### src/hdl/double_ended_queue_with_search_unit_macros.svh
// ---------------------------------------------------------------------------
// Deque assertion macros
// Shared assertion forms for the deque block; clk and arst_n are taken from
// the scope of the module that uses them.
// ---------------------------------------------------------------------------
`ifndef DOUBLE_ENDED_QUEUE_WITH_SEARCH_UNIT_MACROS_SVH
`define DOUBLE_ENDED_QUEUE_WITH_SEARCH_UNIT_MACROS_SVH

// condition holds in the same cycle as the trigger
`define DQS_ASSERT_SAME(label, ante, cons, msg) \
	label: assert property (@(posedge clk) disable iff (!arst_n) (ante) |-> (cons)) \
		else $error(msg);

// condition holds in the cycle after the trigger
`define DQS_ASSERT_NEXT(label, ante, cons, msg) \
	label: assert property (@(posedge clk) disable iff (!arst_n) (ante) |=> (cons)) \
		else $error(msg);

`endif

### src/hdl/dqs_pkg.sv
// ---------------------------------------------------------------------------
// Deque package
// Sizes, action and status codes, and the scan control struct.
// ---------------------------------------------------------------------------
package dqs_pkg;

	// ring depth, power of two so slot arithmetic wraps by truncation
	localparam int DEPTH   = 256;
	localparam int ADDR_W  = $clog2(DEPTH);
	localparam int CNT_W   = $clog2(DEPTH + 1);
	localparam int DATA_W  = 32;
	localparam int OCC_W   = 9;
	localparam int ACT_W   = 3;
	localparam int STAT_W  = 2;
	localparam int OUT_DW  = 56;

	localparam logic [ACT_W-1:0] ACT_PUSH_FRONT = 3'd0;
	localparam logic [ACT_W-1:0] ACT_PUSH_BACK  = 3'd1;
	localparam logic [ACT_W-1:0] ACT_POP_FRONT  = 3'd2;
	localparam logic [ACT_W-1:0] ACT_POP_BACK   = 3'd3;
	localparam logic [ACT_W-1:0] ACT_COUNT      = 3'd4;
	localparam logic [ACT_W-1:0] ACT_FIND       = 3'd5;

	localparam logic [STAT_W-1:0] ST_OK    = 2'd0;
	localparam logic [STAT_W-1:0] ST_EMPTY = 2'd1;
	localparam logic [STAT_W-1:0] ST_FULL  = 2'd2;

	typedef struct packed {
		logic clr;
		logic en;
	} scan_ctrl_t;

endpackage

### src/hdl/dqs_scan.sv
// ---------------------------------------------------------------------------
// Deque scan unit
// Shared comparator: compares one stored word per cycle against the key and
// accumulates the match count and the found flag.
// ---------------------------------------------------------------------------
module dqs_scan import dqs_pkg::*; (
	input  logic              clk,
	input  logic              arst_n,
	input  scan_ctrl_t        ctrl,
	input  logic [DATA_W-1:0] rd_data,
	input  logic [DATA_W-1:0] key,
	output logic [CNT_W-1:0]  match_count,
	output logic              found
);

	logic [CNT_W-1:0] match_q;
	logic             found_q;
	logic             hit;

	assign hit = (rd_data == key);

	always_ff @(posedge clk or negedge arst_n) begin
		if (!arst_n) begin
			match_q <= '0;
			found_q <= 1'b0;
		end else if (ctrl.clr) begin
			match_q <= '0;
			found_q <= 1'b0;
		end else if (ctrl.en && hit) begin
			match_q <= match_q + CNT_W'(1);
			found_q <= 1'b1;
		end
	end

	assign match_count = match_q;
	assign found       = found_q;

endmodule

### config.mk
export PLATFORM = sky130hd
export DESIGN_NAME = dqs_scan
export DESIGN_NICKNAME = d
export VERILOG_FILES = /design/src/hdl/double_ended_queue_with_search_unit_macros.svh /design/src/hdl/dqs_pkg.sv /design/src/hdl/dqs_scan.sv
export SDC_FILE = /design/constraint.sdc
export NUM_CORES = 1
export LEC_CHECK = 0
export ABC_AREA = 1
export BUFFER_PORTS_ARGS = -buffer_cell sky130_fd_sc_hd__buf_2
export CAP_MARGIN = 20
export CORE_UTILIZATION = 30
export CTS_CLUSTER_DIAMETER = 100
export DETAILED_ROUTE_END_ITERATION = 8
export PLACE_DENSITY = 0.65
export SYNTH_ARGS = -nofsm -noshare
export SYNTH_HDL_FRONTEND = slang
export SYNTH_SLANG_ARGS = --single-unit
### constraint.sdc
create_clock -name clk -period 1.7 [get_ports clk]
set_input_delay 0.17 -clock clk [delete_from_list [all_inputs] [get_ports clk]]
set_output_delay 0.17 -clock clk [all_outputs]
set_load 0.05 [all_outputs]
After elaboration in Yosys (flattened, before gate mapping) --
Index checks and enable logic that the tools add are counted. Widths: inputs -> output; s select.
Cells by class: divide/modulo/power cells 0, shift operators 0, multiplexer cells 4, $lt $le $gt $ge 0, bitwise logic cells 0, equality and inequality tests 1, $add $sub $neg 1, reductions and logical operators 2, multipliers 0
Operator list (number):
- $eq 32x32->1 | 1
- $mux 9 | 2
- $add 9x1->9 const B | 1
- $mux 1 | 2
- $reduce_bool 2->1 | 1
- $logic_and 1x1->1 | 1
Storage, ports and cells: latch bits 0, bits in registers 10, output and inout port bits 10, memories 0, ROM bits 0, bits in writable memories 0

Depth between registers and ports, before layout --
Gate-level depths: netlist of run 1.
depth after elaboration 4, mapped depth 11

Worst setup path before layout of run 1 --
Ideal clock, no wire load.
kind register -> register, from reg match_q[0], in the netlist match_count[0], to reg match_q[6], in the netlist match_count[6], arrival 1577 ps, slack 57 ps, data required time 1634 ps, cell stages (with the launch flop) 9, buffers on the path 0, cells stage by stage dfrtp_1 ha_1 inv_1 nor2_2 nand3_1 xor2_1 inv_1 nand4_1 nand2_1
Between the ends: word-level cells in the longest chain between the ends 3
Ends and longest elaborated chain:
- start, declared | line dqs_scan.sv:16 | logic [CNT_W-1:0] match_q;
- start signal, assigned | line dqs_scan.sv:30 | match_q <= match_q + CNT_W'(1);
- $add 9x1->9 | line dqs_scan.sv:30
- $mux 9 | line dqs_scan.sv:29 | end else if (ctrl.en && hit) begin
- $mux 9 | line dqs_scan.sv:26 | end else if (ctrl.clr) begin
No other way between the ends. The select of a mux whose other input is x is not followed. A chain may end at the register's enable or synchronous reset.

Worst setup path in the final report of run 1 --
Same ends and word-level chain as after synthesis.

==> results_dict.tcl, run 1 <==
set metrics [dict create \
    antenna_found_initial 0 \
    hold_path.class "in2reg" \
    drive_gt1_frac 0.2934 \
    synth.distinct_cells 22 \
    drt-initial-drc-count 64 \
    die_w_um 70.38 \
    post_cts_buffers 0 \
    grt_setup_unrepaired "false" \
    grt_pass1_vias 1437 \
    cts_hold_buffers 1 \
    clock_latency_ps 230 \
    slew_viol_final 0 \
    syn-cell-area_sq_mm 0.001403 \
    fin_setup_tns_ps 0 \
    endpoint_kind "register" \
    portBuffers 77 \
    dr.pass1.iters 4 \
    r2r_end "match_count[6]" \
    crit_type "reg2reg" \
    io_pins 78 \
    synthToLayoutAreaGrowth_pct 35.41 \
    fmax_mhz 710.8 \
    synthesis.nets 323 \
    rows 24 \
    path_max_fanout 5 \
    finalPower_mw 0.7249 \
    gp_congestion 0.7920 \
    p_per_area_mw_per_mm2 381.7 \
    min-delay-start "ctrl[1]" \
    whs_path_depth 2 \
    fin_crit_sh 0.8275 \
    synth-edff-count 0 \
    synth_seq_cells 10 \
    power.leakage_nw 1.335 \
    drc 0 \
    maxCapViolations 0 \
    slew_headroom 0.6971 \
    timing.rr.start "match_count[0]" \
    via_count 1622 \
    synthCells 254 \
    period_needed_ps 1407 \
    grtUsageTotal 0.1351 \
    clk_pin_slew_ps 50 \
    synthFlopType "dfrtp_1" \
    antenna_left 0 \
    syn_avg_cell_area_sq_um 5.522 \
    status "completed" \
    worst_setup_path_start_kind "register" \
    numClockSinks 10 \
    ir_drop_uv 259.4 \
    r2r_setup_slack_ps 290 \
    die_h_um 70.38 \
    worst_pin_slew_ps 451.5 \
    ys.warnings.count 0 \
    post_cts_resize_count 0 \
    cts.path.max_buffers 2 \
    wl_um 3227 \
    htreeDepth 1 \
    dp_hpwl_um 2723 \
    wl_per_cell_um 8.360 \
    overflow 0 \
    grt_start_max_net_pins 19 \
    cts_buffers 3 \
    critPathRequiredTime_ps 1820 \
    fp.coreArea_sq_mm 0.004414 \
    nets 405 \
    arrival_ps 1530 \
    finClkSkew_ps 1.597 \
    grt_pass1_wl_um 5637 \
    root_buffer "clkbuf_8" \
    hold_viol 0 \
    viasPerCell 4.202 \
    holdPathEnd "found" \
    initial_core_util 0.3177 \
    diodes 0 \
    setup_viol 0 \
    r2r_cells 8 \
    synth-seq-area-share 0.1784 \
    tritoncts "built" \
    fp.dieArea_sq_mm 0.004953 \
    async_reset_ff_frac 1.000 \
]
==> layer usage <==
layer / part of all wire / up-vias / track usage
li1: - / 906 / -
met1: 0.45 / 666 / 0.1633
met2: 0.50 / 48 / 0.2540
met3: 0.047 / 2 / 0.01010
met4: 0.0087 / 0 / 0.03333
met5: 0 / - / 0
==> synthesized netlist by cell type, types with 2 or more instances <==
cell,count,area share
nor2_1,20,0.054
inv_1,65,0.17
nand2_1,95,0.25
dfrtp_1,10,0.18
nor2_2,5,0.022
nand2_2,4,0.018
nand4_1,10,0.045
nor2_8,2,0.029
nand3_1,16,0.057
xnor2_1,7,0.044
o22ai_1,2,0.0089
xor2_1,8,0.050
==> critical path: stages (launching register included) <==
cell and delay, ps:
dfrtp_1 410, ha_1 210, inv_1 50, nor2_2 160, nand3_1 100, xor2_1 160, inv_1 50, nand4_1 80
nand2_1 70
==> cell families after synthesis <==
family | Yosys count | synth area share
simple gates | 156 | 0.5147
buf+inv | 68 | 0.1829
xor+xnor | 15 | 0.09367
flops | 10 | 0.1784
compound gates | 4 | 0.02141
fa+ha+maj | 1 | 0.008919
==> flip-flops by register name, indices dropped and copies added, names as in the netlist <==
signal,cells
found,1
match_count,9
==> power by group <==
group | switching (mW) | leakage, nW | total [mW] | internal (mW)
Combinational | 0.129 | 1.17 | 0.244 | 0.115
Clock | 0.0874 | 0.0216 | 0.242 | 0.155
Sequential | 0.000000000193 | 0.140 | 0.239 | 0.239
==> through the flow <==
stage	cells	util	cell area [sq um]	worst slack, ps	hold slack [ps]
final	386	0.4303	1899	293.2	110.5
after global routing	386	0.4303	1899	121.8	104.2
after CTS	386	0.4303	1899	274.1	105.0
after detailed placement	382	0.4187	1848	303.2	42.61
after global placement	382	0.4187	1848	320.0	39.94
after floorplan	254	-	1403	57.03	-125.6
==> how the worst max path moves through the flow <==
stage                         startpoint              to  slack [ps]  depth (start not counted)
after floorplan           match_count[0]  match_count[6]          60                          8
after global placement    match_count[0]  match_count[6]         320                          8
after detailed placement  match_count[0]  match_count[6]         300                          8
after CTS                 match_count[0]  match_count[6]         270                          8
after global routing      match_count[0]  match_count[6]         120                          8
final                     match_count[0]  match_count[6]         290                          8
==> layout by cell type (no fill, tap or decap) <==
master	synthesis	routed
nand3_1	16	16
clkbuf_8	0	3
o22ai_1	2	2
nor3_2	1	1
clkinv_1	1	1
dfrtp_1	10	10
nor2_8	2	2
nor2_1	20	20
nand2_2	4	4
a21oi_2	1	1
nand2_1	95	95
xor2_1	8	8
o21ai_2	1	1
nand4_1	10	10
nor2_2	5	5
inv_1	65	65
nor2_4	1	1
buf_2	1	77
dlygate4sd3_1	0	1
ha_1	1	1
nand3_4	1	1
nand4_2	1	1
xnor2_1	7	7
inv_2	1	1
==> area by class of cell <==
type	count	area, sq um
Tap cell	52	65.06
Multi-Input combinational cell	176	895.9
Inverter	67	251.5
Sequential cell	10	250.2
Fill cell	461	2515
Clock buffer	3	41.29
Timing Repair Buffer	78	395.4
Power figures use the tool's default switching activity.
==> inputs of run 2 (changes only) <==
--- a/config.mk
+++ b/config.mk
@@ -5,13 +5,13 @@
 export SDC_FILE = /design/constraint.sdc
 export NUM_CORES = 1
 export LEC_CHECK = 0
-export ABC_AREA = 1
+export ABC_AREA = 0
 export BUFFER_PORTS_ARGS = -buffer_cell sky130_fd_sc_hd__buf_2
 export CAP_MARGIN = 20
 export CORE_UTILIZATION = 30
 export CTS_CLUSTER_DIAMETER = 100
 export DETAILED_ROUTE_END_ITERATION = 8
-export PLACE_DENSITY = 0.65
+export PLACE_DENSITY = 0.74
 export SYNTH_ARGS = -nofsm -noshare
 export SYNTH_HDL_FRONTEND = slang
 export SYNTH_SLANG_ARGS = --single-unit
==> constraint.sdc (replaced) <==
create_clock -name clk -period 1.2 [get_ports clk]
set_input_delay 0.12 -clock clk [delete_from_list [all_inputs] [get_ports clk]]
set_output_delay 0.12 -clock clk [all_outputs]
set_load 0.05 [all_outputs]
==> results_dict.tcl, run 2 <==
set metrics [dict create \
    slew_viol_final 0 \
    p_per_area_mw_per_mm2 530.5 \
    synthCells 104 \
    worst_setup_path_start_kind "register" \
    drive_gt1_frac 0.6103 \
    arrival_ps 1460 \
    finClkSkew_ps 4.236 \
    wl_per_cell_um 11.57 \
    die_w_um 58.67 \
    synth.top_cell.area_share 0.2597 \
    syn_avg_cell_area_sq_um 9.264 \
    fin_crit_sh 1.077 \
    yosysTopAreaCell "dfrtp_1" \
    gp_congestion 0.8356 \
    fmax_mhz 773.7 \
    fp.coreArea_sq_mm 0.003053 \
    path_cells "ha_4, nand4_1, nor2_1, nand4_1, mux2_1" \
    failed_checks "negative setup slack" \
    setup_viol 9 \
    htreeDepth 1 \
    diodes 0 \
    grt_start_max_net_pins 20 \
    fp.dieArea_sq_mm 0.003442 \
    wl_um 2766 \
    fin_cells 239 \
    overflow 0 \
    cts.path.max_buffers 2 \
    mostFrequentLayoutCell "buf_2" \
    drc 0 \
    synth-edff-count 0 \
    clk_pin_slew_ps 70 \
    drt-initial-drc-count 18 \
    path_max_fanout 4 \
    async_reset_ff_frac 1.000 \
    via_count 1117 \
    wl_met3_um 276 \
    grt_pass1_wl_um 4229 \
    synth-seq-area-share 0.2597 \
    power.leakage_nw 0.8598 \
    grt_setup_unrepaired "true" \
    ys_top_cells_by_count "xnor2_1, nand4_1, dfrtp_1, nor2_1, nor2b_1" \
    layout_setup_ws_ps -92.50 \
    wl_met1_um 981 \
    netlist_top_cells_area "dfrtp_1, xnor2_1, nand4_1, mux2_1, nor2b_1" \
    grt_pass1_vias 1087 \
    grtUsageTotal 0.1612 \
    cts_buffers 3 \
    antenna_found_initial 0 \
    synth_seq_cells 10 \
    initial_core_util 0.3156 \
    status "complete, but fails checks" \
    crit_type "reg2reg" \
    worst_pin_slew_ps 304.6 \
    endpoint_kind "register" \
    nets 265 \
    cp_slowest_cell "dfrtp_2" \
    dr.pass1.iters 4 \
    synthToLayoutAreaGrowth_pct 77.40 \
    critPathRequiredTime_ps 1360 \
    finalPower_mw 0.9067 \
    slowest_delay_ps 400 \
    ir_drop_uv 312.1 \
    dp_hpwl_um 2061 \
    period_needed_ps 1293 \
    numClockSinks 10 \
    synth_most_common_cell "xnor2_1" \
    portBuffers 77 \
    io_pins 78 \
    root_buffer "clkbuf_4" \
    hold_viol 0 \
    tritoncts "built" \
    top_layer "met4" \
    hold_path.class "in2reg" \
    clock_latency_ps 280 \
    dp_cells 232 \
    final_cell_mix "buf_2, xnor2_1, nand4_1, buf_6, nor2_1" \
    syn-cell-area_sq_um 963.4 \
    maxCapViolations 0 \
    route.met2.wl_um 1479 \
    antenna_left 0 \
    worst-path-buf-inv 0 \
    path_common_cell "nand4_1" \
    largest_reg_flops 9 \
    rows 20 \
    synthesis.nets 173 \
    synthFlopType "dfrtp_1" \
    viasPerCell 4.674 \
    cp_top_family "flip-flops" \
    slew_headroom 0.7969 \
    ys.warnings.count 0 \
    synth.distinct_cells 22 \
    die_h_um 58.67 \
]
run 2: changes by cell type after synthesis, moves of 5 or more:
cell | previous run | this run
nand2_1 | 95 | 0
inv_1 | 65 | 1
xnor2_1 | 7 | 28
nand3_1 | 16 | 2
nor2_1 | 20 | 10
nor2b_1 | 0 | 8
mux2_1 | 0 | 7
and3_1 | 0 | 6
nand4_1 | 10 | 15
nor2_2 | 5 | 0
run 2: timing repair:
item,4_1_cts,5_1_grt
resized for setup,16,12
hold endpoints to repair,10,0
buffers inserted,0,2
pin swaps,8,11
hold buffers,1,0
endpoints found under the setup margin,10,13
run 2: per-stage QoR:
step | instance area, sq um | hold WS (ps) | utilization | setup TNS, ps | worst slack (ps)
floorplan | 1007 | -175.6 | - | -1862 | -260.6
global placement | 1510 | -6.699 | 0.4947 | -3735 | -393.1
detailed placement | 1510 | 1.991 | 0.4947 | -3970 | -424.5
CTS | 1637 | 236.9 | 0.5361 | -569.5 | -101.5
global route | 1709 | 273.8 | 0.5598 | -914.9 | -161.7
finish | 1709 | 233.1 | 0.5598 | -507.7 | -92.50
run 2: worst register-to-register path, stage by stage (launching register included):
cell and delay, ps:
dfrtp_2 400, ha_4 150, nand4_1 90, nor2_1 110, nand4_1 120, mux2_1 310
run 2: metal layers:
metal | vias to the layer above | track usage
met5 | - | 0
met4 | 0 | 0.06122
met3 | 3 | 0.04396
met2 | 68 | 0.3169
met1 | 498 | 0.1585
li1 | 548 | -
run 2: cell families after synthesis:
| family | Yosys count | share of synthesized area |
|---|---|---|
| xor+xnor | 32 | 0.2909 |
| fa+ha+maj | 1 | 0.01298 |
| compound gates | 1 | 0.005190 |
| simple gates | 47 | 0.3065 |
| mux | 9 | 0.1078 |
| buf+inv | 4 | 0.01687 |
| flops | 10 | 0.2597 |
run 2: path summary, 6_finish.rpt:
| check | from | end | slack, ps | cells past startpoint |
|---|---|---|---|---|
| worst min register to register | found | found | 520 | 2 |
| worst max register to register | match_count[1] | match_count[8] | -90 | 5 |
| worst min-delay path | ctrl[1] | found | 230 | 2 |
| worst max-delay path | match_count[1] | match_count[8] | -90 | 5 |
| max in group asynchronous | arst_n | match_count[3] | 740 | 2 |
| min in group asynchronous | arst_n | match_count[6] | 240 | 2 |
run 2: layout make-up:
type | instances | area [sq um]
Clock buffer | 4 | 26.28
Fill cell | 306 | 1344
Inverter | 1 | 3.754
Multi-Input combinational cell | 90 | 805.8
Sequential cell | 10 | 259.0
Tap cell | 44 | 55.05
Timing Repair Buffer | 90 | 559.3
run 2: power by group:
group          internal [mW]  total, mW  leakage [nW]    switching, mW
logic                  0.187      0.308         0.717            0.122
registers              0.337      0.337         0.128  0.0000000000428
clock network          0.129      0.262        0.0150            0.133
==> inputs of run 3 (changes only) <==
--- a/config.mk
+++ b/config.mk
@@ -11,7 +11,7 @@
 export CORE_UTILIZATION = 30
 export CTS_CLUSTER_DIAMETER = 100
 export DETAILED_ROUTE_END_ITERATION = 8
-export PLACE_DENSITY = 0.74
+export PLACE_DENSITY = 0.67
 export SYNTH_ARGS = -nofsm -noshare
 export SYNTH_HDL_FRONTEND = slang
 export SYNTH_SLANG_ARGS = --single-unit
==> results_dict.tcl, run 3 (synthesis gave the netlist of run 2 again) <==
set metrics [dict create \
    status "complete, but fails checks" \
    failed_checks "negative setup slack" \
    cp_slowest_cell "mux2_4" \
    setup_viol 8 \
    period_needed_ps 1323 \
    tritoncts "built" \
    grt_pass1_wl_um 4243 \
    fp.dieArea_sq_mm 0.003442 \
    path_common_cell "nand4_1" \
    worst-path-buf-inv 2 \
    crit_type "in2reg" \
    layout_setup_ws_ps -123.3 \
    overflow 0 \
    final_cell_mix "buf_2, xnor2_1, buf_6, nand4_1, nor2_1" \
    via_count 1110 \
    grtUsageTotal 0.1619 \
    finalPower_mw 0.9582 \
    finClkSkew_ps 0.8465 \
    power.leakage_nw 0.8807 \
    fp.coreArea_sq_mm 0.003053 \
    numClockSinks 10 \
    clk_pin_slew_ps 70 \
    slowest_delay_ps 330 \
    fin_setup_tns_ps -471.2 \
    nets 266 \
    mostFrequentLayoutCell "buf_2" \
    dp_cells 233 \
    maxCapViolations 0 \
    wl_per_cell_um 10.95 \
    portBuffers 77 \
    slew_viol_final 0 \
    endpoint_kind "register" \
    cp_top_family "simple AND/OR/NAND/NOR gates" \
    diodes 0 \
    largest_reg_flops 9 \
    antenna_found_initial 0 \
    dr.pass1.iters 4 \
    io_pins 78 \
    path_max_fanout 8 \
    critPathRequiredTime_ps 1360 \
    grt_start_max_net_pins 20 \
    root_buffer "clkbuf_4" \
    worst_setup_path_start_kind "primary input" \
    ir_drop_uv 339.6 \
    grt_pass1_vias 1095 \
    hold_slack_ps 217.2 \
    fmax_mhz 755.7 \
    grt_setup_unrepaired "true" \
    worst_pin_slew_ps 315.2 \
    cts.path.max_buffers 2 \
    fin_cells 240 \
    wl_um 2627 \
    drt-initial-drc-count 8 \
    synthToLayoutAreaGrowth_pct 82.86 \
    initial_core_util 0.3156 \
    hold_path.class "in2reg" \
    rows 20 \
    htreeDepth 1 \
    clock_latency_ps 270 \
    drc 0 \
    p_per_area_mw_per_mm2 543.9 \
    hold_viol 0 \
    cts_buffers 3 \
    slew_headroom 0.7899 \
    path_cells "buf_2, xnor2_1, nand4_1, nor4_4, buf_6, nand4_1, mux2_4" \
    dp_slack_ps -428.0 \
    viasPerCell 4.625 \
    fin_crit_sh 1.103 \
    arrival_ps 1480 \
    antenna_left 0 \
    drive_gt1_frac 0.6429 \
    dp_hpwl_um 2063 \
    die_h_um 58.67 \
    die_w_um 58.67 \
    gp_congestion 0.7862 \
]
-- run 3: changes by cell type in the layout (fill, tap and decap cells not counted), moves of 2 or more --
| cell | delta |
|---|---|
| buf_2 | -3 |
| and3_4 | +2 |
| buf_6 | +5 |
| mux2_1 | -2 |
| and3_1 | -2 |
| mux2_4 | +2 |
-- run 3: power breakdown --
group | internal, mW | switching [mW]
sequential | 0.337 | 0.0000000000472
combinational | 0.196 | 0.117
clock | 0.185 | 0.123
-- run 3: worst register-to-register path, cell delays in order (launching register included) --
cell	delay (ps)
dfrtp_2	360
and3_4	190
and3_4	160
nand4_1	160
mux2_4	330
-- run 3: per-layer routing --
layer	part of all wire	global-route usage	vias to the layer above
met3	0.077	0.03077	6
met2	0.53	0.3071	51
met5	0	0	-
li1	-	-	549
met4	0.023	0.09524	0
met1	0.37	0.1633	504
-- run 3: layout make-up --
class / instances / area (sq um)
sequential: 10 / 259.0
timing repair buffer: 91 / 580.6
tap: 44 / 55.05
clock buffer: 4 / 36.28
multi-input combinational: 90 / 827.0
inverter: 1 / 3.754
fill: 284 / 1291
-- run 3: repair_timing --
| action | 4_1_cts | 5_1_grt |
|---|---|---|
| resized for setup | 25 | 9 |
| endpoints found under the setup margin | 10 | 10 |
| hold endpoints to repair | 10 | 0 |
| pin swaps | 24 | 11 |
| cloned | 0 | 0 |
| hold buffers | 1 | 0 |
| setup buffers | 2 | 0 |
-- run 3: per-stage QoR --
| stage | cell area [sq um] | utilization |
|---|---|---|
| 2_1_floorplan | 1007 | - |
| 3_3_place_gp | 1518 | 0.4971 |
| 3_5_place_dp | 1518 | 0.4971 |
| 4_1_cts | 1705 | 0.5586 |
| 5_1_grt | 1762 | 0.5770 |
| 6_report | 1762 | 0.5770 |
-- run 3: path summary, 6_finish.rpt --
kind                                      from              to  slack (ps)  cells past startpoint
worst max register to register  match_count[4]  match_count[5]        -110                      4
worst min register to register           found           found         540                      2
min in group asynchronous               arst_n  match_count[7]         240                      2
worst max-delay path                    key[6]  match_count[5]        -120                      7
max in group asynchronous               arst_n  match_count[1]         750                      2
worst min-delay path                   ctrl[1]           found         220                      2
